`src/rtl/twaa_pkg.sv`:
```
// twaa_pkg: types and constants shared by the touch wheel angle/amplitude block
// no dependencies; used by twaa_front, twaa_queue, twaa_back and the top level

package twaa_pkg;

  localparam logic [7:0] OFFSET_RESET = 8'h10;

  // sector bases of the wheel, in angle steps
  localparam logic [7:0] BASE_LO  = 8'd30;
  localparam logic [7:0] BASE_MID = 8'd90;
  localparam logic [7:0] BASE_HI  = 8'd150;

  localparam logic [7:0] ANGLE_MAX = 8'd180;

  // quotient (30 * lo) / hi is 0..30: five quotient bits, numerator below 2^13
  localparam int QBITS = 5;
  localparam int NUM_W = 13;

  // classified request handed from front to back
  typedef struct packed {
    logic [7:0] rem_lo;   // smaller remainder above the baseline
    logic [7:0] rem_hi;   // larger remainder, also the touch strength
    logic [7:0] base;     // sector base
    logic       sub;      // angle is base minus quotient
  } work_t;

  // one stage of the divider pipeline
  typedef struct packed {
    logic [NUM_W-1:0] rem;
    logic [7:0]       den;
    logic [QBITS-1:0] quo;
    logic [7:0]       base;
    logic             sub;
  } div_t;

endpackage

```
`src/rtl/twaa_front.sv`:
```
// twaa_front: takes a sample triple, removes the offset, picks the baseline and sector
// depends on twaa_pkg (work_t, sector bases)

module twaa_front (
  input  logic              in_valid,
  output logic              in_ready,
  input  logic [7:0]        in_sample_a,
  input  logic [7:0]        in_sample_b,
  input  logic [7:0]        in_sample_c,
  input  logic [7:0]        offset,
  input  logic              q_full,
  output logic              q_push,
  output twaa_pkg::work_t   q_data
);

  logic [7:0] a;
  logic [7:0] b;
  logic [7:0] c;
  logic [7:0] rem_x;
  logic [7:0] rem_y;
  logic [1:0] baseline;

  localparam logic [1:0] BL_A = 2'd0;
  localparam logic [1:0] BL_B = 2'd1;
  localparam logic [1:0] BL_C = 2'd2;

  assign a = in_sample_a - offset;
  assign b = in_sample_b - offset;
  assign c = in_sample_c - offset;

  always_comb begin
    if (a < b && a < c) begin
      baseline = BL_A;
    end else if (b < c) begin
      baseline = BL_B;
    end else begin
      baseline = BL_C;
    end
  end

  // rem_x is the first of the two non-baseline electrodes in a, b, c order
  always_comb begin
    rem_x     = 8'd0;
    rem_y     = 8'd0;
    q_data    = '0;
    case (baseline)
      BL_A: begin
        rem_x = b - a;
        rem_y = c - a;
      end
      BL_B: begin
        rem_x = a - b;
        rem_y = c - b;
      end
      default: begin
        rem_x = a - c;
        rem_y = b - c;
      end
    endcase

    if (rem_x > rem_y) begin
      q_data.rem_hi = rem_x;
      q_data.rem_lo = rem_y;
    end else begin
      q_data.rem_hi = rem_y;
      q_data.rem_lo = rem_x;
    end

    case (baseline)
      BL_A: begin
        q_data.base = (rem_x > rem_y) ? twaa_pkg::BASE_LO : twaa_pkg::BASE_MID;
        q_data.sub  = !(rem_x > rem_y);
      end
      BL_B: begin
        q_data.base = (rem_x > rem_y) ? twaa_pkg::BASE_HI : twaa_pkg::BASE_MID;
        q_data.sub  = (rem_x > rem_y);
      end
      default: begin
        q_data.base = (rem_x > rem_y) ? twaa_pkg::BASE_HI : twaa_pkg::BASE_LO;
        q_data.sub  = !(rem_x > rem_y);
      end
    endcase
  end

  assign in_ready = !q_full;
  assign q_push   = in_valid && !q_full;

endmodule

```
`src/rtl/twaa_queue.sv`:
```
// twaa_queue: short first-in first-out queue of classified requests
// depends on twaa_pkg (work_t)

module twaa_queue #(
  parameter int DEPTH = 4
) (
  input  logic              clk,
  input  logic              rst_n,
  input  logic              push,
  input  twaa_pkg::work_t   push_data,
  output logic              full,
  input  logic              pop,
  output logic              pop_valid,
  output twaa_pkg::work_t   pop_data
);

  localparam int PW = $clog2(DEPTH);
  localparam int CW = $clog2(DEPTH + 1);

  twaa_pkg::work_t entry_r [DEPTH];
  logic [PW-1:0]   wr_ptr_r;
  logic [PW-1:0]   rd_ptr_r;
  logic [CW-1:0]   count_r;
  logic            do_pop;

  assign full      = (count_r == CW'(DEPTH));
  assign pop_valid = (count_r != '0);
  assign pop_data  = entry_r[rd_ptr_r];
  assign do_pop    = pop && pop_valid;

  always_ff @(posedge clk) begin
    if (push) begin
      entry_r[wr_ptr_r] <= push_data;
    end
  end

  always_ff @(posedge clk) begin
    if (!rst_n) begin
      wr_ptr_r <= '0;
      rd_ptr_r <= '0;
      count_r  <= '0;
    end else begin
      if (push) begin
        wr_ptr_r <= (wr_ptr_r == PW'(DEPTH - 1)) ? '0 : wr_ptr_r + 1'b1;
      end
      if (do_pop) begin
        rd_ptr_r <= (rd_ptr_r == PW'(DEPTH - 1)) ? '0 : rd_ptr_r + 1'b1;
      end
      if (push && !do_pop) begin
        count_r <= count_r + 1'b1;
      end else if (!push && do_pop) begin
        count_r <= count_r - 1'b1;
      end
    end
  end

endmodule

```
`src/rtl/twaa_back.sv`:
```
// twaa_back: pipelined restoring divider, one quotient bit per stage, and result register
// depends on twaa_pkg (work_t, div_t, QBITS, NUM_W)

module twaa_back (
  input  logic              clk,
  input  logic              rst_n,
  input  logic              q_valid,
  input  twaa_pkg::work_t   q_data,
  output logic              q_pop,
  output logic              out_valid,
  input  logic              out_ready,
  output logic [7:0]        out_wheel_angle,
  output logic [7:0]        out_touch_strength
);

  localparam int QB = twaa_pkg::QBITS;
  localparam int NW = twaa_pkg::NUM_W;

  logic [QB:0]        v_r;
  twaa_pkg::div_t     st_r [QB+1];
  logic [QB+1:0]      rdy;
  logic               out_valid_r;
  logic [7:0]         angle_r;
  logic [7:0]         strength_r;
  twaa_pkg::div_t     load;
  logic [QB-1:0]      quo_eff;

  // a stage takes new data when empty or when its successor moves
  assign rdy[QB+1] = !out_valid_r || out_ready;
  for (genvar k = 0; k <= QB; k++) begin : g_rdy
    assign rdy[k] = !v_r[k] || rdy[k+1];
  end

  assign q_pop = q_valid && rdy[0];

  // numerator 30 * lo as (lo << 5) - (lo << 1)
  always_comb begin
    load      = '0;
    load.rem  = (NW'(q_data.rem_lo) << 5) - (NW'(q_data.rem_lo) << 1);
    load.den  = q_data.rem_hi;
    load.base = q_data.base;
    load.sub  = q_data.sub;
  end

  always_ff @(posedge clk) begin
    if (rdy[0]) begin
      st_r[0] <= load;
    end
  end

  always_ff @(posedge clk) begin
    if (!rst_n) begin
      v_r[0] <= 1'b0;
    end else if (rdy[0]) begin
      v_r[0] <= q_valid;
    end
  end

  for (genvar j = 1; j <= QB; j++) begin : g_stage
    localparam int SH = QB - j;
    logic [NW-1:0]  trial;
    logic           fits;
    twaa_pkg::div_t nxt;

    assign trial = NW'(st_r[j-1].den) << SH;
    assign fits  = (st_r[j-1].rem >= trial);

    always_comb begin
      nxt     = st_r[j-1];
      nxt.rem = fits ? st_r[j-1].rem - trial : st_r[j-1].rem;
      nxt.quo = {st_r[j-1].quo[QB-2:0], fits};
    end

    always_ff @(posedge clk) begin
      if (rdy[j]) begin
        st_r[j] <= nxt;
      end
    end

    always_ff @(posedge clk) begin
      if (!rst_n) begin
        v_r[j] <= 1'b0;
      end else if (rdy[j]) begin
        v_r[j] <= v_r[j-1];
      end
    end
  end

  // zero divisor means all three samples matched: quotient forced to zero
  assign quo_eff = (st_r[QB].den == 8'd0) ? '0 : st_r[QB].quo;

  always_ff @(posedge clk) begin
    if (rdy[QB+1]) begin
      angle_r    <= st_r[QB].sub ? st_r[QB].base - 8'(quo_eff)
                                 : st_r[QB].base + 8'(quo_eff);
      strength_r <= st_r[QB].den;
    end
  end

  always_ff @(posedge clk) begin
    if (!rst_n) begin
      out_valid_r <= 1'b0;
    end else if (rdy[QB+1]) begin
      out_valid_r <= v_r[QB];
    end
  end

  assign out_valid          = out_valid_r;
  assign out_wheel_angle    = angle_r;
  assign out_touch_strength = strength_r;

endmodule

```
`src/rtl/touch_wheel_angle_amplitude.sv`:
```
// touch_wheel_angle_amplitude: top level of the three-electrode wheel position block
// depends on twaa_pkg, twaa_front, twaa_queue, twaa_back
//
// Usage:
//   Input channel in_valid/in_ready carries three raw charge-time samples
//   (in_sample_a/b/c). Result channel out_valid/out_ready carries the wheel
//   angle (0..180) and the touch strength. One result per request, in order.
//   cfg_valid/cfg_ready writes cfg_sample_offset, the value removed from every
//   sample; cfg_ready is always high. Write it only while the block is idle.
// Path: the front classifies in the accept cycle, then the request passes
//   through the queue register, a load stage, five divider stages (one
//   quotient bit each) and the result register.
// Throughput: one request per cycle while out_ready stays high, set by the fully pipelined divider.
// Stall: when out_ready is low the pipeline fills, then the queue fills
//   (QUEUE_DEPTH entries) and in_ready drops; nothing is dropped.
// Reset: queue and pipeline empty, out_valid low, sample offset 16.

module touch_wheel_angle_amplitude #(
  parameter int QUEUE_DEPTH = 4
) (
  input  logic       clk,
  input  logic       rst_n,
  input  logic       in_valid,
  output logic       in_ready,
  input  logic [7:0] in_sample_a,
  input  logic [7:0] in_sample_b,
  input  logic [7:0] in_sample_c,
  output logic       out_valid,
  input  logic       out_ready,
  output logic [7:0] out_wheel_angle,
  output logic [7:0] out_touch_strength,
  input  logic       cfg_valid,
  output logic       cfg_ready,
  input  logic [7:0] cfg_sample_offset
);

  logic            cfg_write;
  logic [7:0]      sample_offset_r;
  logic            q_full;
  logic            q_push;
  twaa_pkg::work_t q_wdata;
  logic            q_pop;
  logic            q_valid;
  twaa_pkg::work_t q_rdata;

  assign cfg_write = cfg_valid;
  assign cfg_ready = 1'b1;

  always_ff @(posedge clk) begin
    if (!rst_n) begin
      sample_offset_r <= twaa_pkg::OFFSET_RESET;
    end else if (cfg_write && cfg_ready) begin
      sample_offset_r <= cfg_sample_offset;
    end
  end

  twaa_front u_front (
    .in_valid    (in_valid),
    .in_ready    (in_ready),
    .in_sample_a (in_sample_a),
    .in_sample_b (in_sample_b),
    .in_sample_c (in_sample_c),
    .offset      (sample_offset_r),
    .q_full      (q_full),
    .q_push      (q_push),
    .q_data      (q_wdata)
  );

  twaa_queue #(
    .DEPTH (QUEUE_DEPTH)
  ) u_queue (
    .clk       (clk),
    .rst_n     (rst_n),
    .push      (q_push),
    .push_data (q_wdata),
    .full      (q_full),
    .pop       (q_pop),
    .pop_valid (q_valid),
    .pop_data  (q_rdata)
  );

  twaa_back u_back (
    .clk                (clk),
    .rst_n              (rst_n),
    .q_valid            (q_valid),
    .q_data             (q_rdata),
    .q_pop              (q_pop),
    .out_valid          (out_valid),
    .out_ready          (out_ready),
    .out_wheel_angle    (out_wheel_angle),
    .out_touch_strength (out_touch_strength)
  );

endmodule

```
`config.mk`:
```
export PLATFORM = sky130hd
export DESIGN_NAME = touch_wheel_angle_amplitude
export DESIGN_NICKNAME = d
export VERILOG_FILES = /design/src/rtl/twaa_pkg.sv /design/src/rtl/twaa_front.sv /design/src/rtl/twaa_queue.sv /design/src/rtl/twaa_back.sv /design/src/rtl/touch_wheel_angle_amplitude.sv
export SDC_FILE = /design/constraint.sdc
export NUM_CORES = 1
export LEC_CHECK = 0
export BUFFER_PORTS_ARGS = -buffer_cell sky130_fd_sc_hd__buf_4
export CAP_MARGIN = 10
export CELL_PAD_IN_SITES_DETAIL_PLACEMENT = 0
export CELL_PAD_IN_SITES_GLOBAL_PLACEMENT = 2
export CORE_ASPECT_RATIO = 0.75
export CORE_MARGIN = 2
export CORE_UTILIZATION = 45
export CTS_CLUSTER_DIAMETER = 120
export DETAILED_ROUTE_END_ITERATION = 12
export GPL_TIMING_DRIVEN = 0
export PLACE_DENSITY_LB_ADDON = 0.1
export SLEW_MARGIN = 15
export SYNTH_ARGS = -nofsm -noshare
export SYNTH_HDL_FRONTEND = slang
export SYNTH_HIERARCHICAL = 1
export SYNTH_SLANG_ARGS = --single-unit
export TNS_END_PERCENT = 30
```
`constraint.sdc`:
```
create_clock -name clk -period 9.15 [get_ports clk]
set_input_delay 0.4575 -clock clk [delete_from_list [all_inputs] [get_ports clk]]
set_output_delay 0.4575 -clock clk [all_outputs]
set_load 0.01 [all_outputs]
```
# ---- Word level (Yosys, flattened, before mapping)
# Memory sizes are Yosys's and may differ from the RTL's. A register that Yosys moved wholly into a read port is not among the register bits.
# Index checks and enable logic that the tools add are counted.
dict set report classes {
  addsub 21
  magnitude_cmp 9
  eq_ne 4
  n_mux 36
  n_reduce_logical 28
}
# cell n
set ops {}
lappend ops {{8-bit subtractor} 9}
lappend ops {{13-bit two-way mux} 5}
lappend ops {{8-bit case mux with 2 select lines} 2}
lappend ops {{13-bit by 9-bit subtractor with 13-bit output} 2}
lappend ops {{8-bit < comparator} 3}
lappend ops {{8-bit two-way mux} 3}
lappend ops {{9-bit case mux with 2 select lines} 1}
lappend ops {{16-bit two-way mux} 1}
lappend ops {{1-bit two-way mux} 14}
lappend ops {{13-bit by 10-bit greater-or-equal comparator with 1-bit output} 1}
lappend ops {{13-bit by 11-bit greater-or-equal comparator with 1-bit output} 1}
lappend ops {{13-bit by 12-bit greater-or-equal comparator with 1-bit output} 1}
lappend ops {{13-bit by 8-bit greater-or-equal comparator with 1-bit output} 1}
lappend ops {{13-bit by 9-bit greater-or-equal comparator with 1-bit output} 1}
lappend ops {{13-bit by 10-bit subtractor with 13-bit output} 1}
lappend ops {{13-bit by 11-bit subtractor with 13-bit output} 1}
lappend ops {{13-bit by 12-bit subtractor with 13-bit output} 1}
lappend ops {{13-bit by 8-bit subtractor with 13-bit output} 1}
lappend ops {{2-bit two-way mux} 6}
lappend ops {{1-bit zero test} 11}
lappend ops {{8-bit by 5-bit adder with 8-bit output} 1}
lappend ops {{8-bit greater-than comparator} 1}
lappend ops {{8-bit zero test} 1}
lappend ops {{8-bit by 5-bit subtractor with 8-bit output} 1}
lappend ops {{other kinds (14)} 28}
dict set report totals {
  regBits 38
  ram_bits 310
  input_bits 37
  out_inout_bits 19
  wordCells 113
  mem_count 2
}
# name words width read_ports rd_clocked_by_memory_dff wr line_no
set mem_list {}
lappend mem_list {u_back.st_r 6 35 6 0 6 twaa_back.sv:20} ;# twaa_pkg::div_t st_r [QB+1];
lappend mem_list {u_queue.entry_r 4 25 1 1 1 twaa_queue.sv:20} ;# twaa_pkg::work_t entry_r [DEPTH];

# ---- Longest topological paths before layout
# Gate-level depths: netlist of run 1.
dict set report logic_depth {
  word_depth 13
  mapped_depth 41
  mapped_depth_nobuf 38
}

# ---- Hierarchy
# The synthesis of run 1 kept the hierarchy.
# mod instances cells_per_inst area_per_inst_um2 seq_area_each_um2
set by_module_without_submodules {}
lappend by_module_without_submodules {twaa_back 1 643 9044.9 5935.7}
lappend by_module_without_submodules {twaa_queue 1 177 4110.2 3183.1}
lappend by_module_without_submodules {twaa_front 1 454 3223.1 0.0}
lappend by_module_without_submodules {touch_wheel_angle_amplitude 1 27 310.3 160.2}

# ---- Worst setup path after synthesis of run 1
# OpenSTA, ideal clock, no wires.
dict set report synth_path {
  path_type {in2reg}
  from {input in_sample_b[0]}
  to {memory u_queue/entry_r[0][15] (netlist bit) (data pin)}
  setup_ps 183
  t_arrival_ps 6986
  required_ps 8967
  path_slack_ps 1980
  cell_stages 32
  path_buffers 3
  cell_sequence {inv_1 > ha_1 > inv_1 > fa_1 > inv_1 > fa_1 > a21o_1 > a21oi_1 > o21ai_0 > maj3_1 > a211oi_1 > nand3_1 > nand2_1 > clkbuf_1 > nor2_1 > a21oi_1 > ha_1 > a21oi_1 > o21ai_0 > a21o_1 > a21o_1 > a41o_1 > a41oi_1 > nor3_1 > o31ai_2 > ha_1 > nand3_1 > o21ai_0 > o31a_1 > buf_1 > clkbuf_1 > mux2i_1}
}
# element line_no
set synth_lines {}
lappend synth_lines {{start: declaration} touch_wheel_angle_amplitude.sv:26} ;# input logic [7:0] in_sample_b,
lappend synth_lines {{end: declaration} twaa_queue.sv:20}

==> results by group, run 1 <==
Synth
  • Post-synthesis adder-cell area fraction: 10.7%
  • Unique masters post-synth: 85
  • Sequential area share after synthesis: between 50% and 60%
  • YS warnings: 6
  • Post-synthesis mux area share: 5.97%
  • Mapped Area: 0.0167 sq mm
  • Synth Area in Compound Gates: 11.9%
  • Post-Synth XOR/XNOR Area: 3.62%
  • Cells after synthesis: 1301
  • Fraction of the mapped netlist area in simple logic gates: 7.99%
  • Syn Area/Cell: 12.8 sq um
  • Post-synth top area cell: edfxtp_1
  • Area contributors post-synth: edfxtp_1 53%, ha_1 8.9%, dfxtp_1 2.9%
  • Post-synth ARST share: 0%
  • Synth top area share: 52.7%
  • Post-synth EDFFs: 293
  • FF+latch count, synth: between 300 and 400
  • Largest family of logic cells by synthesized area: compound AO/OA/AOI/OAI gates
  • Primary FF master, synth: edfxtp_1

Run status
  • Status: complete, no violations

Worst setup path
  • Worst setup path start: sample_offset_r[1]
  • Worst path slowest cell: mux2i_1
  • Critical Path Max Stage Delay: approximately 0.5 ns
  • Crit path DAT: 8.75 ns
  • Worst EP required: 9.46 ns
  • Critical path's most frequent cell: a21oi_1
  • CP max FO: 15
  • Worst setup path class: register to register
  • Worst R2R End: u_queue/entry_r[2][18]
  • RR Startpoint: sample_offset_r[1]
  • CP endpoint kind: register
  • Length in cells of the worst reg-to-reg path: 36
  • Flop-to-flop setup slack: 0.71 ns
  • CP startpoint kind: register
  • Worst setup endpoint: u_queue/entry_r[2][18]

GRT
  • First-pass GRT wire length: 53100 um
  • Number of global-route vias before repair: 9599
  • Largest net degree at the start of global routing: 34
  • Total Routing Usage GR: between 10% and 20%
  • Final global-route overflow total: 0
  • Initial antenna violation count: 0

STA
  • Final WS setup: slightly above 0.7 ns
  • Final Max Tran Viols: 0
  • Final Critical Period: about 8.4 ns
  • Worst-Margin Slew: 0.928 ns
  • Max transition margin: 38.1%
  • Tcrit/Tclk final: 92.3%
  • Final setup viols: 0
  • Clk_skew: 0.0125 ns
  • Final Hold Fails: 0
  • Highest clock rate: about 0.12 GHz
  • RSZ-0062 raised after global routing: no
  • Hold Slack: 0.119 ns

CTS
  • CTS tree: yes
  • Reg clk slew, reported paths: 0.07 ns
  • CTS Root Cell: clkbuf_16
  • Num CTS Buffers: 31
  • Max clock buf depth: 3
  • Htree depth: 1
  • Clock latency on the worst-skew pair: roughly 0.58 ns
  • CTS Hold Buffers Added: 0
  • Clk sinks: 317

Cells and area
  • Area grow syn2layout: 12.6%
  • Layout Utilization: 51.1%
  • # diodes: 0
  • Finished Cell Area: roughly 0.019 sq mm
  • Nets: 1559
  • Share of cells above drive strength 1: 13.3%

Detailed routing
  • Initial DRC count: 561
  • Total wire length: 33200 um
  • Vias: 9904
  • Detailed-route wire length per cell: ~17 um
  • Pre-antenna DRT Iters: 5
  • DRC viols: 0
  • DR vias/cell: 5.18
  • Post-route antenna net violation count: 0

Place
  • Placed cell areas: 0.0178 sq mm
  • Pre-CTS setup slack: -0.155 ns
  • Port Buffers: 53
  • GPL Wtd Cong: 0.832
  • Detail Placement HPWL: between 20000 and 30000 um

Die
  • Initial Util: 45.4%
  • Site Rows: 61
  • Die W: 226 um
  • Full die area: 0.0387 sq mm
  • Core Area: 0.0368 sq mm
  • Top Ports: between 50 and 60
  • Chip height: 171 um

Hold path
  • HP Class: input pin to register

Flow run
  • Max_cap viols: 0
-- metrics by stage --
step	instances	setup TNS, ns
6_report	1913	0
5_1_grt	1913	0
4_1_cts	1915	0
3_5_place_dp	1862	-0.669
3_3_place_gp	1860	-0.0726
2_1_floorplan	1303	0
-- Yosys cell counts, types with 24 or more instances --
master	n
ha_1	119
dfxtp_1	24
mux2i_1	29
inv_1	128
a21oi_1	75
nor2_1	75
nor2b_1	34
nand2_1	60
xor2_1	26
xnor2_1	43
edfxtp_1	293
o21a_1	31
a21o_1	30
o21ai_0	48
-- area by class of cell --
cell class                 count  area [sq um]
buffer                        25           188
clock buffer                  37           798
clock inverter                16           200
fill                        3247         18000
inverter                     130           488
multi-input combinational    829          6780
sequential                   317          9280
tap                          504           631
timing repair buffer          55           438
-- how the worst min path moves through the flow --
stage | start | endpoint | slack, ns | depth (start not counted)
2_1_floorplan | u_back/st_r[0][0] | u_back/st_r[1][0] | 0.40 | 0
3_3_place_gp | u_back/st_r[1][0] | u_back/st_r[2][0] | 0.40 | 0
3_5_place_dp | u_back/st_r[1][2] | u_back/st_r[2][2] | 0.40 | 0
4_1_cts | cfg_sample_offset[4] | sample_offset_r[4] | 0.08 | 3
5_1_grt | cfg_sample_offset[3] | sample_offset_r[3] | 0.11 | 3
6_report | cfg_sample_offset[4] | sample_offset_r[4] | 0.12 | 3
-- state kept, by name, indices dropped and copies added, names as in the netlist, named ones only --
| name | flops |
|---|---|
| u_back/st_r | 177 |
| u_queue/entry_r | 100 |
| sample_offset_r | 8 |
| u_back/out_touch_strength | 8 |
| u_back/out_wheel_angle | 8 |
| u_back/v_r | 6 |
| u_queue/count_r | 3 |
| u_queue/rd_ptr_r | 2 |
| u_queue/wr_ptr_r | 2 |
| u_back/out_valid | 1 |
-- critical path: cells and delay by family, from the launching register on --
kind / cells / cell delay (ns)
AND/OR/NAND/NOR: 9 / 1.16
flip-flops: 1 / 0.47
AO/OA/AOI/OAI: 15 / 3.10
XOR/XNOR: 1 / 0.37
adder cells (fa/ha/maj): 6 / 2.00
multiplexers: 1 / 0.50
buffers and inverters: 4 / 0.56
-- cells in the final DEF, fill, tap and decap left out, types with 34 or more instances in the layout --
cell,netlist,routed
xnor2_1,43,42
nand2_1,60,57
ha_1,119,119
edfxtp_1,293,293
o21ai_0,48,48
inv_1,128,127
a21oi_1,75,75
nor2b_1,34,34
nor2_1,75,75
buf_4,7,60
-- cells by family after synthesis --
logic type	count (synthesis)
AOI/OAI and AO/OA	291
xor gates and xnor gates	69
adders and majority gates	135
buffers and inverters	157
DFF	317
muxes	65
other	3
and+or+nand+nor	264
-- timing repair --
| item | 4_1_cts | 5_1_grt |
|---|---|---|
| buffers inserted | 0 | 0 |
| endpoints found under the setup margin | 12 | 84 |
| resized for setup | 4 | 3 |
-- metal layers --
layer	global-route usage [%]	vias up	part of all wire, %
met4	3.38	0	1.3
met1	28.5	4729	54
met2	25.3	148	41
met3	2.51	34	3.8
li1	-	4993	-
met5	0	-	0
Power of run 1 is not shown: default switching activity piles up to over one toggle a cycle in this logic, so the estimate is an artifact.
==> run 2: changes to the inputs <==
CORE_MARGIN = not set   (was 2)
clock period = 8.8 ns   (was 9.15 ns; I/O delays follow)
==> results by group, run 2 (same netlist as run 1, synthesis figures left out) <==
Worst setup path
  • Critical path's most frequent cell: a21oi_1
  • Crit-path leading delay family: compound AO/OA/AOI/OAI gates
  • CP Buf/Inv Count: 4 (unchanged)
  • CP max FO: 10 (-5)
  • Worst setup path class: register to register
  • Critical Path Max Stage Delay: 0.55 ns (+0.05 ns)
  • Worst EP required: 9.15 ns (-0.31 ns)
  • Crit path DAT: 8.43 ns (-0.32 ns)
  • RR Startpoint: sample_offset_r[1]
  • CP endpoint kind: register
  • Worst path slowest cell: o31ai_2
  • Worst setup path start: sample_offset_r[1]
  • CP startpoint kind: register

STA
  • Final setup viols: 0 (unchanged)
  • Worst-Margin Slew: 1.06 ns (+0.131 ns)
  • Tcrit/Tclk final: 91.8% (-0.44 points)
  • Final Hold Fails: 0 (unchanged)
  • Clk_skew: 0.0117 ns (-0.000778 ns)
  • Final Max Tran Viols: 0 (unchanged)
  • Max transition margin: 29.0% (-9.1 points)
  • Highest clock rate: 0.124 GHz (+4.5%)
  • RSZ-0062 raised after global routing: no
  • Final Critical Period: 8.08 ns (-0.362 ns)

GRT
  • Initial antenna violation count: 0 (unchanged)
  • Total Routing Usage GR: 18.3% (+0.55 points)
  • Number of global-route vias before repair: 9716 (+1.2%)
  • Final global-route overflow total: 0 (unchanged)
  • First-pass GRT wire length: 53800 um (+1.5%)
  • Largest net degree at the start of global routing: 34 (unchanged)

Detailed routing
  • Total wire length: 33200 um (+0.12%)
  • DR vias/cell: 5.19 (+0.18%)
  • Vias: 9911 (+0.071%)
  • DRC viols: 0 (unchanged)
  • Post-route antenna net violation count: 0 (unchanged)
  • Detailed-route wire length per cell: 17.4 um (+0.23%)
  • Pre-antenna DRT Iters: 5 (unchanged)
  • Initial DRC count: 619 (+10%)

CTS
  • CTS Hold Buffers Added: 0 (unchanged)
  • Clock latency on the worst-skew pair: 0.58 ns (about the same)
  • Reg clk slew, reported paths: 0.06 ns (about the same)
  • Clk sinks: 317 (unchanged)
  • CTS Root Cell: clkbuf_16
  • CTS tree: yes
  • Max clock buf depth: 3 (unchanged)
  • Htree depth: 1 (unchanged)
  • Num CTS Buffers: 31 (unchanged)

Hold path
  • Hold path start: cfg_sample_offset[4]
  • HP Class: input pin to register

Die
  • Site Rows: 60 (-1.6%)
  • Chip height: 169 um (-1.2%)
  • Initial Util: 46.1% (+0.76 points)
  • Full die area: 0.0379 sq mm (-2.0%)
  • Core Area: 0.0362 sq mm (-1.6%)
  • Die W: 224 um (-0.88%)
  • Top Ports: 56 (unchanged)

Place
  • GPL Wtd Cong: 0.825 (-0.73%)
  • Port Buffers: 53 (unchanged)
  • Detail Placement HPWL: 25200 um (+0.66%)
  • Cells after DPL: 1854 (-0.43%)

Cells and area
  • Nets: 1563 (+0.26%)
  • Area grow syn2layout: 13.1%
  • Non-filler instance count after layout: 1911 (-0.10%)
  • Largest registers: u_back/st_r: 177 flops, u_queue/entry_r: 100 flops
  • Commonest cells after routing, fill and taps aside: 293 x edfxtp_1, 127 x inv_1, 119 x ha_1
  • Largest register FFs: 177 (unchanged)
  • Most common cell after layout, fill and taps aside: edfxtp_1
  • Share of cells above drive strength 1: 14.1% (+0.86 points)
  • # diodes: 0 (unchanged)
  • Reg with most FFs: u_back/st_r

Run status
  • Status: complete, no violations

Flow run
  • Max_cap viols: 0 (unchanged)
[run 2: cell types whose count changed in the layout (fill, tap and decap cells not counted), moves of 2 or more]
cell      change
mux2i_1       -4
mux2i_2       +4
buf_4         +3
clkinv_1      +3
nor2_1        -2
nor2_2        +2
[run 2: per-layer routing]
metal	track usage (%)	part of all wire, %	wire length (um)	vias to the layer above
met5	0	0	0	-
met1	29.5	53	17600	4696
met2	26.1	41	13400	168
met4	3.64	1.7	570	0
met3	2.19	4.8	1590	41
li1	-	-	-	5006
[run 2: worst paths after layout]
path	slack, ns	end	cells past startpoint
setup / recovery	0.72	u_queue/entry_r[3][23]	31
hold / removal	0.08	sample_offset_r[4]	3
setup reg to reg	0.72	u_queue/entry_r[3][23]	31
hold reg to reg	0.42	u_back/st_r[5][4]	0
[run 2: area by class of cell]
class / instances / area, sq um
flip-flops and latches: 317 / 9280
clock buffers: 37 / 798
plain buffers: 26 / 195
clock inverters: 18 / 208
fillers: 3174 / 17300
repair buffers: 58 / 460
inverters: 130 / 488
well taps: 496 / 621
multi-input cells: 829 / 6820
[run 2: what timing repair did]
item | CTS | global route
endpoints found under the setup margin | 60 | 84
buffers inserted | 0 | 3
pin swaps | 0 | 1
cloned | 0 | 0
gates resized for setup | 4 | 17
[run 2: worst min-delay path: stages]
cell and delay, ns:
buf_4 0.08, mux2i_1 0.05, nand2_1 0.06
[run 2: per-stage QoR]
stage	hold slack [ns]	setup WS (ns)	setup TNS (ns)	util, %	instance area [sq um]
2_1_floorplan	0.400	1.65	0	-	16700
3_3_place_gp	0.400	-0.354	-8.29	49.0	17700
3_5_place_dp	0.405	-0.336	-8.25	49.1	17800
4_1_cts	0.0440	0.0539	0	51.9	18800
5_1_grt	0.0849	0.0521	0	52.2	18900
6_report	0.0827	0.718	0	52.2	18900
Power of run 2 is left out for the same reason.
